[src/rtl/rbc_ram.sv]
module rbc_ram #(
	parameter int WIDTH = 40,
	parameter int DEPTH = 80
) (
	input  logic                     clk,
	input  logic                     we,
	input  logic [$clog2(DEPTH)-1:0] waddr,
	input  logic [WIDTH-1:0]         wdata,
	input  logic [$clog2(DEPTH)-1:0] raddr,
	output logic [WIDTH-1:0]         rdata
);

	logic [WIDTH-1:0] mem [DEPTH];

	always_ff @(posedge clk) begin
		if (we) begin
			mem[waddr] <= wdata;
		end
		rdata <= mem[raddr];
	end

endmodule

[config.mk]
export PLATFORM = sky130hd
export DESIGN_NAME = rbc_ram
export DESIGN_NICKNAME = d
export VERILOG_FILES = /design/src/rtl/rbc_ram.sv
export SDC_FILE = /design/constraint.sdc
export NUM_CORES = 2
export LEC_CHECK = 0
export ABC_AREA = 0
export ABC_CLOCK_PERIOD_IN_PS = 4300
export BUFFER_PORTS_ARGS = -buffer_cell sky130_fd_sc_hd__buf_4
export CORE_MARGIN = 5
export CORE_UTILIZATION = 57
export DETAILED_ROUTE_END_ITERATION = 16
export PLACE_DENSITY_LB_ADDON = 0.12
export RECOVER_POWER = 100
export SLEW_MARGIN = 30
export SYNTH_ARGS = -nofsm -noshare
export SYNTH_HDL_FRONTEND = slang
export SYNTH_SLANG_ARGS = --single-unit
[constraint.sdc]
create_clock -name clk -period 4.3 [get_ports clk]
set_input_delay 0.645 -clock clk [delete_from_list [all_inputs] [get_ports clk]]
set_output_delay 0.645 -clock clk [all_outputs]
set_load 0.01 [all_outputs]
## Yosys cells after proc, flatten, opt, wreduce, memory -nomap -nowiden

Memory sizes are Yosys's and may differ from the RTL's. A register that Yosys moved wholly into a read port is not among the register bits.
Index checks and enable logic that the tools add are counted.

- Memories kept: 1
- Logic and storage cells: 3
- Input port bits: 56
- Bits in writable memories: 3,200
- Output and inout bits: 40
- Bits in registers: 0

Memories:

| memory | depth | bits a word | rd ports | clocked after Yosys merged registers in | wr ports | line | RTL |
|---|---|---|---|---|---|---|---|
| mem | 80 | 40 | 1 | 1 | 1 | 13 | `logic [WIDTH-1:0] mem [DEPTH];` |

- Muxes and demuxes: 2

Operators with widths:

| operator | number |
|---|---|
| $mux 1 | 2 |

## Depth between registers and ports, before layout

- Depth after elaboration: 2
- Mapped depth: 11

## Worst setup path before layout

Ideal clock, no wire load.

- Path type: input to register
- From: in waddr[5]
- To: mem mem[48][0], enable pin
- Stages on the path: 5
- Setup time: 0.487 ns
- Arrival: 3.951 ns
- Slack: -0.138 ns
- Path buffers: 0
- Cells stage by stage: nor2b_1 -> nand2_1 -> nor2_1 -> nand3b_1 -> nor3_1

RTL lines:

| what | line | RTL |
|---|---|---|
| from (decl) | 7 | `input logic [$clog2(DEPTH)-1:0] waddr,` |
| to (decl) | 13 |  |

No word-level cell before the write port.

## Final worst setup path

- From: in waddr[2]
- To: mem mem[60][34], enable pin

No word-level cell before the write port.

==> results.py <==
metrics = {
    "yosys": {
        "ys.flop_type": "edfxtp_1",
        "syn_inst": 5231,
        "synth.area.mux_share_pct": 16.7,
        "async_reset_ff_share_pct": 0,
        "synth_area_sq_um": 123000,
        "synth-compound-area-share_pct": 2.41,
        "synth_enable_flop_cells": 3200,
        "synth.distinct_cells": 48,
        "yosys-top-cells-count": "edfxtp_1, mux4_2, mux2i_1, nor2_1, clkbuf_1",
        "yosysMostFrequentCell": "edfxtp_1",
        "netlist.area_leader.share_pct": 78.2,
        "ys_ff_latch": 3240,
        "synth_xor_xnor_area_share_pct": 0,
        "yosys.area_share.simple_pct": 0.898,
        "yosys-top-cells-area": "edfxtp_1, mux4_2, mux2i_1",
        "synth_top_family_by_area": "multiplexers",
        "synth_nets": 5287,
        "synth_top_cell_by_area": "edfxtp_1",
        "ys_warn_count": 0,
        "avgSynthCellArea_sq_um": 23.5,
        "yosys.area_share.adder_pct": 0,
        "seq_area_frac_synth_pct": 78.9,
    },
    "critical_path": {
        "cp.arrival_ns": 4.16,
        "crit_path_start_kind": "input port",
        "r2r_end": "rdata[10]$_DFF_P_",
        "critPathKind": "input port to register",
        "r2r-start": "mem[0][10]$_DFFE_PP_",
        "cp_max_fo": 26,
        "critPathRequiredTime_ns": 4.79,
        "setup.worst_path.end_class": "register",
        "reg2regPathDepth": 4,
        "rrSetupSlack_ns": 1.81,
    },
    "clocking": {
        "cts_buffer_depth": 4,
        "htree_levels": 5,
        "clock-sinks": 3240,
        "numCtsBuffers": 335,
        "clkTransAtPathRegs_ns": 0.06,
        "ctsHoldBuffers": 0,
        "cts_tree": "built",
        "clk_latency_ns": 0.97,
        "root_buffer": "clkbuf_16",
        "cts_setup_buffers": 0,
        "cts-resized-gates": 0,
    },
    "die": {
        "start_util_pct": 57.3,
        "die_x_um": 474,
        "dieArea_sq_um": 225000,
        "coreArea_sq_um": 214000,
        "die_y_um": 474,
        "io_pins": 96,
        "rows": 170,
    },
    "hold_path": {
        "hp-start": "raddr[4]",
        "holdCritPathClass": "input port to register",
        "hold_depth": 4,
        "hold_end": "rdata[5]$_DFF_P_",
    },
    "routing": {
        "wl_mm": 321,
        "wire_per_inst_um": 36.7,
        "drt_first_pass_iters": 6,
        "vias": 59100,
        "viasPerCell": 6.76,
        "drtAntennaViolNets": 0,
        "dr.first_iter.drc_count": 7245,
        "post-route-drc-count": 0,
    },
    "sta": {
        "skew_ns": 0.0532,
        "setup_tns_ns": 0,
        "worstMarginPinSlew_ns": 3.98,
        "maxSlewHeadroom_pct": -165,
        "finalCritPeriodShare_pct": 85.2,
        "setup_viol": 0,
        "slew_violations": 5729,
        "rsz0062_at_grt": "no",
        "period_minus_slack_ns": 3.67,
        "max_freq_mhz": 273,
        "hold_violations": 0,
    },
    "layout": {
        "layout-drive-gt1-share_pct": 26.2,
        "areaGrowthSynthToFinish_pct": 12.6,
        "final_nets": 5715,
    },
    "place": {
        "portBuffers": 95,
        "hpwl_mm": 175,
        "place_congestion": 0.824,
    },
    "flow_run": {
        "drv_cap": 128,
    },
    "pwr": {
        "p_total_uw": 65500,
        "vdd_drop_max_v": 0.000455,
        "p_leak_uw": 0.0433,
        "power_density_nw_per_um2": 474,
    },
    "global_routing": {
        "grt_max_degree": 86,
        "antenna_found_initial": 13,
        "grtUsageTotal_pct": 28.9,
        "grt_pass1_vias": 59900,
        "grt_overflow": 0,
        "grt_pass1_wl_mm": 455,
    },
    "status": {
        "violations": "capacitance limit, slew limit",
        "run_status": "finished with violations",
    },
}
## where the power goes
group | total, uW | internal (uW) | switching, uW
combinational | 3010 | 1110 | 1900
clock | 27400 | 15900 | 11500
sequential | 35100 | 35000 | 96.6
## metal layers
layer | vias up | part of all wire (%) | global-route usage (%)
li1 | 23400 | - | -
met1 | 32100 | 39 | 41.3
met2 | 3093 | 48 | 45.7
met3 | 564 | 9.4 | 5.65
met4 | 6 | 3.9 | 10.0
met5 | - | 0.011 | 0
## critical path, cell delays in order
cell      delay (ns)
clkbuf_1        0.50
nor2b_1         0.24
nand2_1         0.44
nor2_1          0.35
clkbuf_1        1.93
## per-stage QoR
step / hold slack, ns / util, % / cell area (sq um) / std cells / worst slack, ns
3_3_place_gp: 0.813 / 60.4 / 129000 / 8160 / 0.320
6_report: 0.484 / 64.5 / 138000 / 8750 / 0.635
2_1_floorplan: 0.717 / - / 123000 / 5231 / 0.818
3_5_place_dp: 0.805 / 60.4 / 129000 / 8160 / 0.321
4_1_cts: 0.147 / 65.1 / 140000 / 8742 / 1.35
5_1_grt: 0.462 / 64.5 / 138000 / 8746 / 0.656
## layout make-up
class / count / area, sq um
Inverter: 3 / 13.8
Clock buffer: 424 / 8950
Fill cell: 14100 / 76200
Multi-Input combinational cell: 1699 / 24900
Tap cell: 2838 / 3550
Antenna cell: 8 / 20.0
Sequential cell: 3240 / 96900
Clock inverter: 158 / 1270
Timing Repair Buffer: 380 / 2640
## worst max path at each step
stage / startpoint / to / cells after the start
global route: we / mem[72][27]$_DFFE_PP_ / 5
floorplan: waddr[1] / mem[63][0]$_DFFE_PP_ / 3
detailed placement: raddr[0] / rdata[2]$_DFF_P_ / 7
CTS: raddr[0] / rdata[2]$_DFF_P_ / 7
global placement: raddr[0] / rdata[2]$_DFF_P_ / 7
finish: waddr[2] / mem[60][34]$_DFFE_PP_ / 5
## layout by cell type (no fill, tap or decap), drive strengths merged, types with 9 or more instances in the layout
cell type / count
buf: 176
a21oi: 44
nor2b: 31
a221o: 17
a22o: 17
o41ai: 11
dfxtp: 40
nand2b: 9
clkbuf: 628
clkinv: 124
bufinv: 21
nor2: 116
mux4: 774
nand3: 26
a211oi: 38
nand2: 21
o21ai: 76
edfxtp: 3200
clkinvlp: 10
a221oi: 73
o22ai: 36
mux2i: 256
o22a: 24
mux2: 41
and3: 9
o221ai: 31
## registers in the layout, indices dropped and copies added, names as in the netlist
name and count:
mem 3200, rdata 40
## logic make-up (layout without fill, tap and decap cells)
kind of cell,after synthesis,count (layout)
muxes,1071,1071
buffers and inverters,292,965
other,0,8
AOI/OAI and AO/OA,393,393
DFF,3240,3240
and+or+nand+nor,235,235
Note: power is estimated with default switching activity, not from simulation.
