<file path="config.mk">
export PLATFORM = sky130hd
export DESIGN_NAME = rbc_mac
export DESIGN_NICKNAME = d
export VERILOG_FILES = /design/src/rtl/rbc_pkg.sv /design/src/rtl/rbc_mac.sv
export SDC_FILE = /design/constraint.sdc
export NUM_CORES = 2
export LEC_CHECK = 0
export ABC_CLOCK_PERIOD_IN_PS = 22100
export BUFFER_PORTS_ARGS = -buffer_cell sky130_fd_sc_hd__buf_2
export CORE_MARGIN = 8
export CORE_UTILIZATION = 30
export CTS_CLUSTER_SIZE = 12
export DETAILED_ROUTE_END_ITERATION = 10
export SLEW_MARGIN = 20
export SYNTH_ARGS = -nofsm -noshare
export SYNTH_HDL_FRONTEND = slang
export SYNTH_SLANG_ARGS = --single-unit
</file>
<file path="constraint.sdc">
create_clock -name clk -period 22.1 [get_ports clk]
set_clock_uncertainty 0.2 [all_clocks]
set_input_delay 1.105 -clock clk [delete_from_list [all_inputs] [get_ports clk]]
set_output_delay 1.105 -clock clk [all_outputs]
set_load 0.02 [all_outputs]
</file>
<file path="src/rtl/rbc_pkg.sv">
package rbc_pkg;

	localparam int STAGES_DEF      = 8;
	localparam int SAMPLE_BITS_DEF = 32;
	localparam int COEF_BITS_DEF   = 40;

	localparam int WORDS_PER_SEC = 10;
	localparam int INT_BITS      = 10;
	localparam int DIGIT_BITS    = 16;

	localparam logic [1:0] OP_SAMPLE = 2'd0;
	localparam logic [1:0] OP_WRITE  = 2'd1;
	localparam logic [1:0] OP_CLEAR  = 2'd2;

	localparam logic [3:0] SLOT_DELTA  = 4'd5;
	localparam logic [3:0] SLOT_ENABLE = 4'd10;
	localparam logic [3:0] SLOT_MODE   = 4'd11;

	localparam logic [2:0] LAST_IDX  = 3'd4;
	localparam logic [2:0] FIRST_MUL = 3'd2;
	localparam logic [2:0] FIRST_SUB = 3'd3;

	typedef enum logic [3:0] {
		ST_IDLE,
		ST_SEC,
		ST_TRD,
		ST_TLD,
		ST_TWAIT,
		ST_YOUT,
		ST_RRDC,
		ST_RRDD,
		ST_RLD,
		ST_RMW,
		ST_DONE
	} state_t;

	typedef struct packed {
		logic start;
		logic clear;
		logic sub;
	} mac_cmd_t;

	typedef struct packed {
		logic busy;
		logic done;
	} mac_stat_t;

	// term order: b0*x, b1*in1, b2*in2, a1*y1, a2*y2
	function automatic logic [3:0] term_slot(input logic [2:0] t);
		logic [3:0] s;
		case (t)
			3'd0: s = 4'd2;
			3'd1: s = 4'd3;
			3'd2: s = 4'd4;
			3'd3: s = 4'd0;
			default: s = 4'd1;
		endcase
		return s;
	endfunction

endpackage

</file>
<file path="src/rtl/rbc_mac.sv">
module rbc_mac #(
	parameter int COEF_BITS = 40,
	parameter int OPB_BITS  = 40
) (
	input  logic                                   clk,
	input  logic                                   arst_n,
	input  rbc_pkg::mac_cmd_t                      cmd,
	input  logic signed [COEF_BITS-1:0]            a,
	input  logic signed [OPB_BITS-1:0]             b,
	output logic signed [COEF_BITS+OPB_BITS+2:0]   acc,
	output rbc_pkg::mac_stat_t                     stat
);
	import rbc_pkg::*;

	localparam int ND  = (OPB_BITS + DIGIT_BITS - 1) / DIGIT_BITS;
	localparam int KW  = $clog2(ND);
	localparam int BPW = ND * DIGIT_BITS;
	localparam int PW  = COEF_BITS + DIGIT_BITS + 1;
	localparam int ACW = COEF_BITS + OPB_BITS + 3;

	logic signed [COEF_BITS-1:0] a_q;
	logic signed [BPW-1:0]       b_q;
	logic [KW-1:0]               k_q;
	logic                        run_q;
	logic                        sub_q;
	logic signed [PW-1:0]        prod_s1;
	logic [KW-1:0]               kpos_s1;
	logic                        vld_s1;
	logic                        last_s1;
	logic signed [ACW-1:0]       acc_q;
	logic                        done_q;

	logic signed [DIGIT_BITS:0]  dig;
	logic                        last_dig;
	logic signed [ACW-1:0]       term;

	assign last_dig = (k_q == KW'(ND - 1));
	assign dig = {last_dig ? b_q[BPW-1] : 1'b0, b_q[k_q*DIGIT_BITS +: DIGIT_BITS]};
	assign term = ACW'(prod_s1) <<< (DIGIT_BITS * kpos_s1);

	always_ff @(posedge clk or negedge arst_n) begin
		if (!arst_n) begin
			run_q  <= 1'b0;
			vld_s1 <= 1'b0;
			done_q <= 1'b0;
			k_q    <= '0;
		end else begin
			done_q <= vld_s1 && last_s1;
			vld_s1 <= run_q;
			if (cmd.start) begin
				run_q <= 1'b1;
				k_q   <= '0;
			end else if (run_q) begin
				k_q <= k_q + KW'(1);
				if (last_dig) begin
					run_q <= 1'b0;
				end
			end
		end
	end

	always_ff @(posedge clk) begin
		if (cmd.start) begin
			a_q   <= a;
			b_q   <= BPW'(b);
			sub_q <= cmd.sub;
			if (cmd.clear) begin
				acc_q <= '0;
			end
		end
		if (run_q) begin
			prod_s1 <= PW'(a_q * dig);
			kpos_s1 <= k_q;
			last_s1 <= last_dig;
		end
		if (vld_s1) begin
			acc_q <= sub_q ? acc_q - term : acc_q + term;
		end
	end

	assign acc       = acc_q;
	assign stat.busy = run_q | vld_s1;
	assign stat.done = done_q;

	a_no_restart: assert property (@(posedge clk) disable iff (!arst_n)
		cmd.start |-> !(run_q || vld_s1)) else $error("mac restarted while busy");
	a_done_after_last: assert property (@(posedge clk) disable iff (!arst_n)
		(vld_s1 && last_s1) |=> done_q) else $error("mac done missing");
	a_run_drains: assert property (@(posedge clk) disable iff (!arst_n)
		$fell(run_q) |-> vld_s1 && last_s1) else $error("mac stopped early");

endmodule
</file>
# [Word-level counts from Yosys, hierarchy flattened]
# Cells that the tools add are included.
[word_totals] output_inout_bits=85 ff_bits=229 word_cells=34
[classes] n_mul=1 n_eq_ne=1 addsub=3 bitwise=1 reduce_logical=5 shift=2 muxes=10
[op_table] op="two-way mux 83 bit" count=4
[op_table] op="adder 83 bit" count=1
[op_table] op="<<< shifter 57 x 6 -> 83 bit" count=1
[op_table] op="subtractor 83 bit" count=1
[op_table] op="multiplier 40 x 17 -> 57 bit" count=1
[op_table] op="indexed part select 48 x 7 -> 16 bit" count=1
[op_table] op="nonzero test 2 bit" count=3
[op_table] op="two-way mux 1 bit" count=4
[op_table] op="two-way mux 2 bit" count=2
[op_table] op="adder 2 x 1 -> 2 bit (second input constant)" count=1
[op_table] op="== test 2 bit (second input constant)" count=1
[op_table] op="AND reduction 2 bit" count=1
[op_table] op="logical AND 1 bit" count=1
[op_table] op="bitwise OR 1 bit" count=1

# [Longest topological paths before layout]
[logic_depth] ltp_word=4 mapped_depth=30

# [Least setup slack after synthesis]
# No wires, ideal clock.
[synth_path] path_type="flip-flop to flip-flop" startpoint="register k_q[0]" endpoint="register prod_s1[53], data pin" stages_incl_launch_ff=30 synth_period_minus_slack_ns=7.915 n_path_buf=4 setup_slack_ns=14.185 setup_ns=0.260 arrival_ns=7.455 cell_sequence="dfrtp_1 clkbuf_1 clkbuf_1 mux2i_1 o22ai_1 clkbuf_1 nand2_1 fa_1 inv_1 fa_1 inv_1 fa_1 inv_1 fa_1 fa_1 inv_1 fa_1 inv_1 ha_1 clkbuf_1 a21oi_1 o211ai_1 a211oi_1 o21ai_0 or3_1 a211oi_1 o311ai_0 a21o_1 a31oi_1 xnor2_1"
[synth_between] elab_chain_len=3 elab_cells_between_ends=4 cone_classes="1 x mul; 1 x eq/ne; 1 x shift; 1 x mux"
[synth_lines] item="start, declared" line_no="rbc_mac.sv:23" text="logic [KW-1:0] k_q;"
[synth_lines] item="start signal, assigned" line_no="rbc_mac.sv:54" text="k_q <= k_q + KW'(1);"
[synth_lines] item="parallel branches: the longest is 2 deep, another holds indexed part select 48 x 7 -> 16 bit"
[synth_lines] item="multiplier 40 x 17 -> 57 bit (*)" line_no="rbc_mac.sv:72" text="prod_s1 <= PW'(a_q * dig);"
[synth_lines] item="end signal, assigned" line_no="rbc_mac.sv:72"
[synth_lines] item="end, declared" line_no="rbc_mac.sv:26" text="logic signed [PW-1:0] prod_s1;"
# Mark *: on every way between the ends.
# A chain may end at the register's enable or synchronous reset.

# [Worst setup path after layout]
[layout_path] startpoint="register k_q[0]" endpoint="register prod_s1[52], data pin"
# The elaborated chain is that of the path after synthesis.

==> summary.md <==
| Metric | Value |
|---|---|
| Mapped Nets | between 5,000 and 6,000 |
| Synth top area share | between 30% and 40% |
| Effective utilization at floorplan | between 30% and 40% |
| Place WS | 13.23 ns |
| Post-Synth XOR/XNOR Area | 4.65% |
| Total Wirelength | 114,000 µm |
| Final net count | 5,214 |
| Number of global-route vias before repair | 31,100 |
| All-layer global routing usage | 15.9% |
| Setup_tns | 0 ns |
| Worst EP required | 22.32 ns |
| Post-layout util | 32.9% |
| Initial antenna violation count | 2 |
| Worst setup margin | between 10 and 15 ns |
| Synth warn | 0 |
| Largest net degree at the start of global routing | 83 |
| First-pass GRT wire length | 179,000 µm |
| HP Class | input pin to async pin |
| Clk slew on worst S/H paths | 0.06 ns |
| Fmax | between 100 and 150 MHz |
| Main synth FF type | edfxtp_1 |
| Most area-consuming cells after synthesis | fa_1, edfxtp_1, inv_1, ha_1, nand2_1 |
| Adder-Cell Fraction of Synth Area | 39.9% |
| Initial DRC Count | 2,091 |
| Clock sinks | 229 |
| GR Overflow Total | 0 |
| Ys async rst share | 2.18% |
| Seq cells post-synth | 229 |
| FP Rows | 132 |
| Synth Area in Compound Gates | 9.77% |
| Post-synth EDFFs | ~220 |
| CTS tree | built |
| Cell variety after synth | a little under 80 |
| Post-CTS Setup Repair Bufs | 0 |
| MaxCap Viol Count | 0 |
| Setup crit end kind | register |
| Fraction of layout cells with a size suffix above 1 | 7.45% |
| CTS resizes | 0 |
| IO Count | 170 |
| Hold Violations, Final | 0 |
| Most common cell after layout, fill and taps aside | inv_1 |
| Critical Path AT | 9.03 ns |
| ANT cells | 0 |
| Max FO, Critical Path | 40 |
| Register area share after synthesis | ~18% |
| Setup CP Type | register to register |
| Run status | finished clean |
| Cell Area, Synth | between 0.03 and 0.04 mm² |
| I/O Buffers | 169 |
| Detail Route Antenna Nets | 0 |
| Most area-hungry cell type in the Yosys netlist | fa_1 |
| CP dominant cell by count | fa_1 |
| Detailed Place HPWL | between 80,000 and 90,000 µm |
| Final setup vio count | 0 |
| CP max stage cell | fa_1 |
| Non-Filler Instances | around 6,000 |
| Die X | 376 µm |
| Number of iterations in the first detailed-routing pass | 6 |
| Max Slew Vio Count | 0 |
| Synth Area in Simple Gates | 15.9% |
| Latest clock arrival within the worst-skew pair | 0.65 ns |
| Routed len/inst | roughly 19 µm |
| Core ar. | ~0.13 mm² |
| Largest family of logic cells by synthesized area | adder cells |
| DRC Markers | 0 |
| CP startpoint | k_q[0]$_DFFE_PN0P_ |
| Via count | a little under 30,000 |
| Final period utilization | 39.8% |
| CTS Hold Bufs | 0 |
| Post-Syn Instances | roughly 4,300 |
| Slew HR | roughly a third |
| RSZ-0062 raised after global routing | no |
| CP max stage delay | around 0.53 ns |
| DP Cell Count | 5,982 |
| Clk buf depth | 3 |
| Layout area overhead | 9.00% |
| CTS root buf | clkbuf_16 |
| Commonest cells after routing, fill and taps aside | inv_1, fa_1, nand2_1, and2_1, nor2_1 |
| Die ar. | ~0.14 mm² |
| Post-synthesis mux area share | under 10% |
| Placer Congestion | a little under 0.9 |
| DR vias/cell | approximately 4.9 |
| Reg2Reg Depth | 28 |
| Die height | 376 µm |
| Worst r2r src | k_q[0]$_DFFE_PN0P_ |
| H-Tree Level Count | 1 |
| Avg Inst Size Synth | 9.15 µm² |
| Least-Margin Pin Slew | slightly above 1 ns |
| Min Tclk post-route | 8.81 ns |
| Worst setup SP type | register |
| Num CTS Buffers | 30 |
==> flip-flops by register name, indices dropped and copies added, names as in the netlist <==
signal,count
run_q,1
done_q,1
sub_q,1
vld_s1,1
last_s1,1
acc,83
k_q,2
kpos_s1,2
b_q,40
prod_s1,57
a_q,40
==> through the flow <==
| step | instance area, µm² | hold WS, ns |
|---|---|---|
| 6_report | 42500 | 0.195 |
| 4_1_cts | 42500 | 0.151 |
| 2_1_floorplan | 39000 | 0.233 |
| 3_3_place_gp | 41400 | 0.462 |
| 3_5_place_dp | 41400 | 0.452 |
| 5_1_grt | 42500 | 0.170 |
==> critical path: cells and delay by family (launching register included) <==
kind                       cells  cell delay [ns]
AOI/OAI and AO/OA              6             1.56
buffers and inverters          7             0.99
xor gates and xnor gates       1             0.31
and+or+nand+nor                7             1.74
DFF                            1             0.36
adders and majority gates      7             3.41
==> layout make-up <==
type | instances | area [µm²]
fillers | 13500 | 86700
multi-input cells | 3070 | 28600
flip-flops and latches | 229 | 6850
inverters | 743 | 2790
well taps | 1742 | 2180
repair buffers | 198 | 1070
clock buffers | 36 | 783
clock inverters | 20 | 259
==> path summary, 6_finish.rpt <==
check	end	slack [ns]
worst max-delay path	prod_s1[52]$_DFFE_PP_	13.29
worst min-delay path	done_q$_DFF_PN0_	0.19
worst max register to register	prod_s1[52]$_DFFE_PP_	13.29
worst min register to register	done_q$_DFF_PN0_	0.51
max in group asynchronous	run_q$_DFF_PN0_	21.19
min in group clk	a_q[38]$_DFFE_PP_	0.42
==> logic make-up (layout without fill, tap and decap cells) <==
| group | Yosys count | count (layout) |
|---|---|---|
| compound gates | 604 | 604 |
| xor+xnor | 207 | 207 |
| fa+ha+maj | 857 | 857 |
| buf+inv | 959 | 997 |
| flops | 229 | 229 |
| mux | 94 | 94 |
| simple gates | 1308 | 1308 |
==> synth_stat cells (6+ instances only) <==
| cell | n |
|---|---|
| fa_1 | 642 |
| and3_1 | 17 |
| a211oi_1 | 13 |
| mux4_2 | 12 |
| nor3_1 | 46 |
| o21a_1 | 13 |
| nand2b_1 | 11 |
| buf_6 | 6 |
| mux2i_1 | 77 |
| nand3_1 | 26 |
| nor2_1 | 271 |
| and4_1 | 8 |
| o21bai_1 | 30 |
| or2_2 | 18 |
| or3_1 | 12 |
| nand4_1 | 45 |
| nor3b_1 | 6 |
| nor2b_1 | 17 |
| ha_1 | 215 |
| nand2_1 | 528 |
| o31ai_1 | 11 |
| a221oi_1 | 7 |
| inv_1 | 742 |
| a21boi_0 | 10 |
| buf_2 | 9 |
| o2bb2ai_1 | 12 |
| and2_1 | 271 |
| clkbuf_1 | 191 |
| xor2_1 | 65 |
| edfxtp_1 | 224 |
| o21ai_0 | 116 |
| a21oi_1 | 192 |
| a21o_1 | 87 |
| nor4_1 | 14 |
| xnor2_1 | 142 |
| o211ai_1 | 11 |
| a31oi_1 | 38 |
==> layer usage <==
layer  vias up  part of all wire (%)  GRT usage (%)
met4         0                   2.5           3.67
met3       148                   6.4           2.46
met1     14900                    44           21.5
met5         -                     0              0
li1      13600                     -              -
met2      1010                    47           26.7
Power is left out: the tool's default activity adds up to more than one toggle a clock period on the data nets, which glitch-free logic cannot reach.
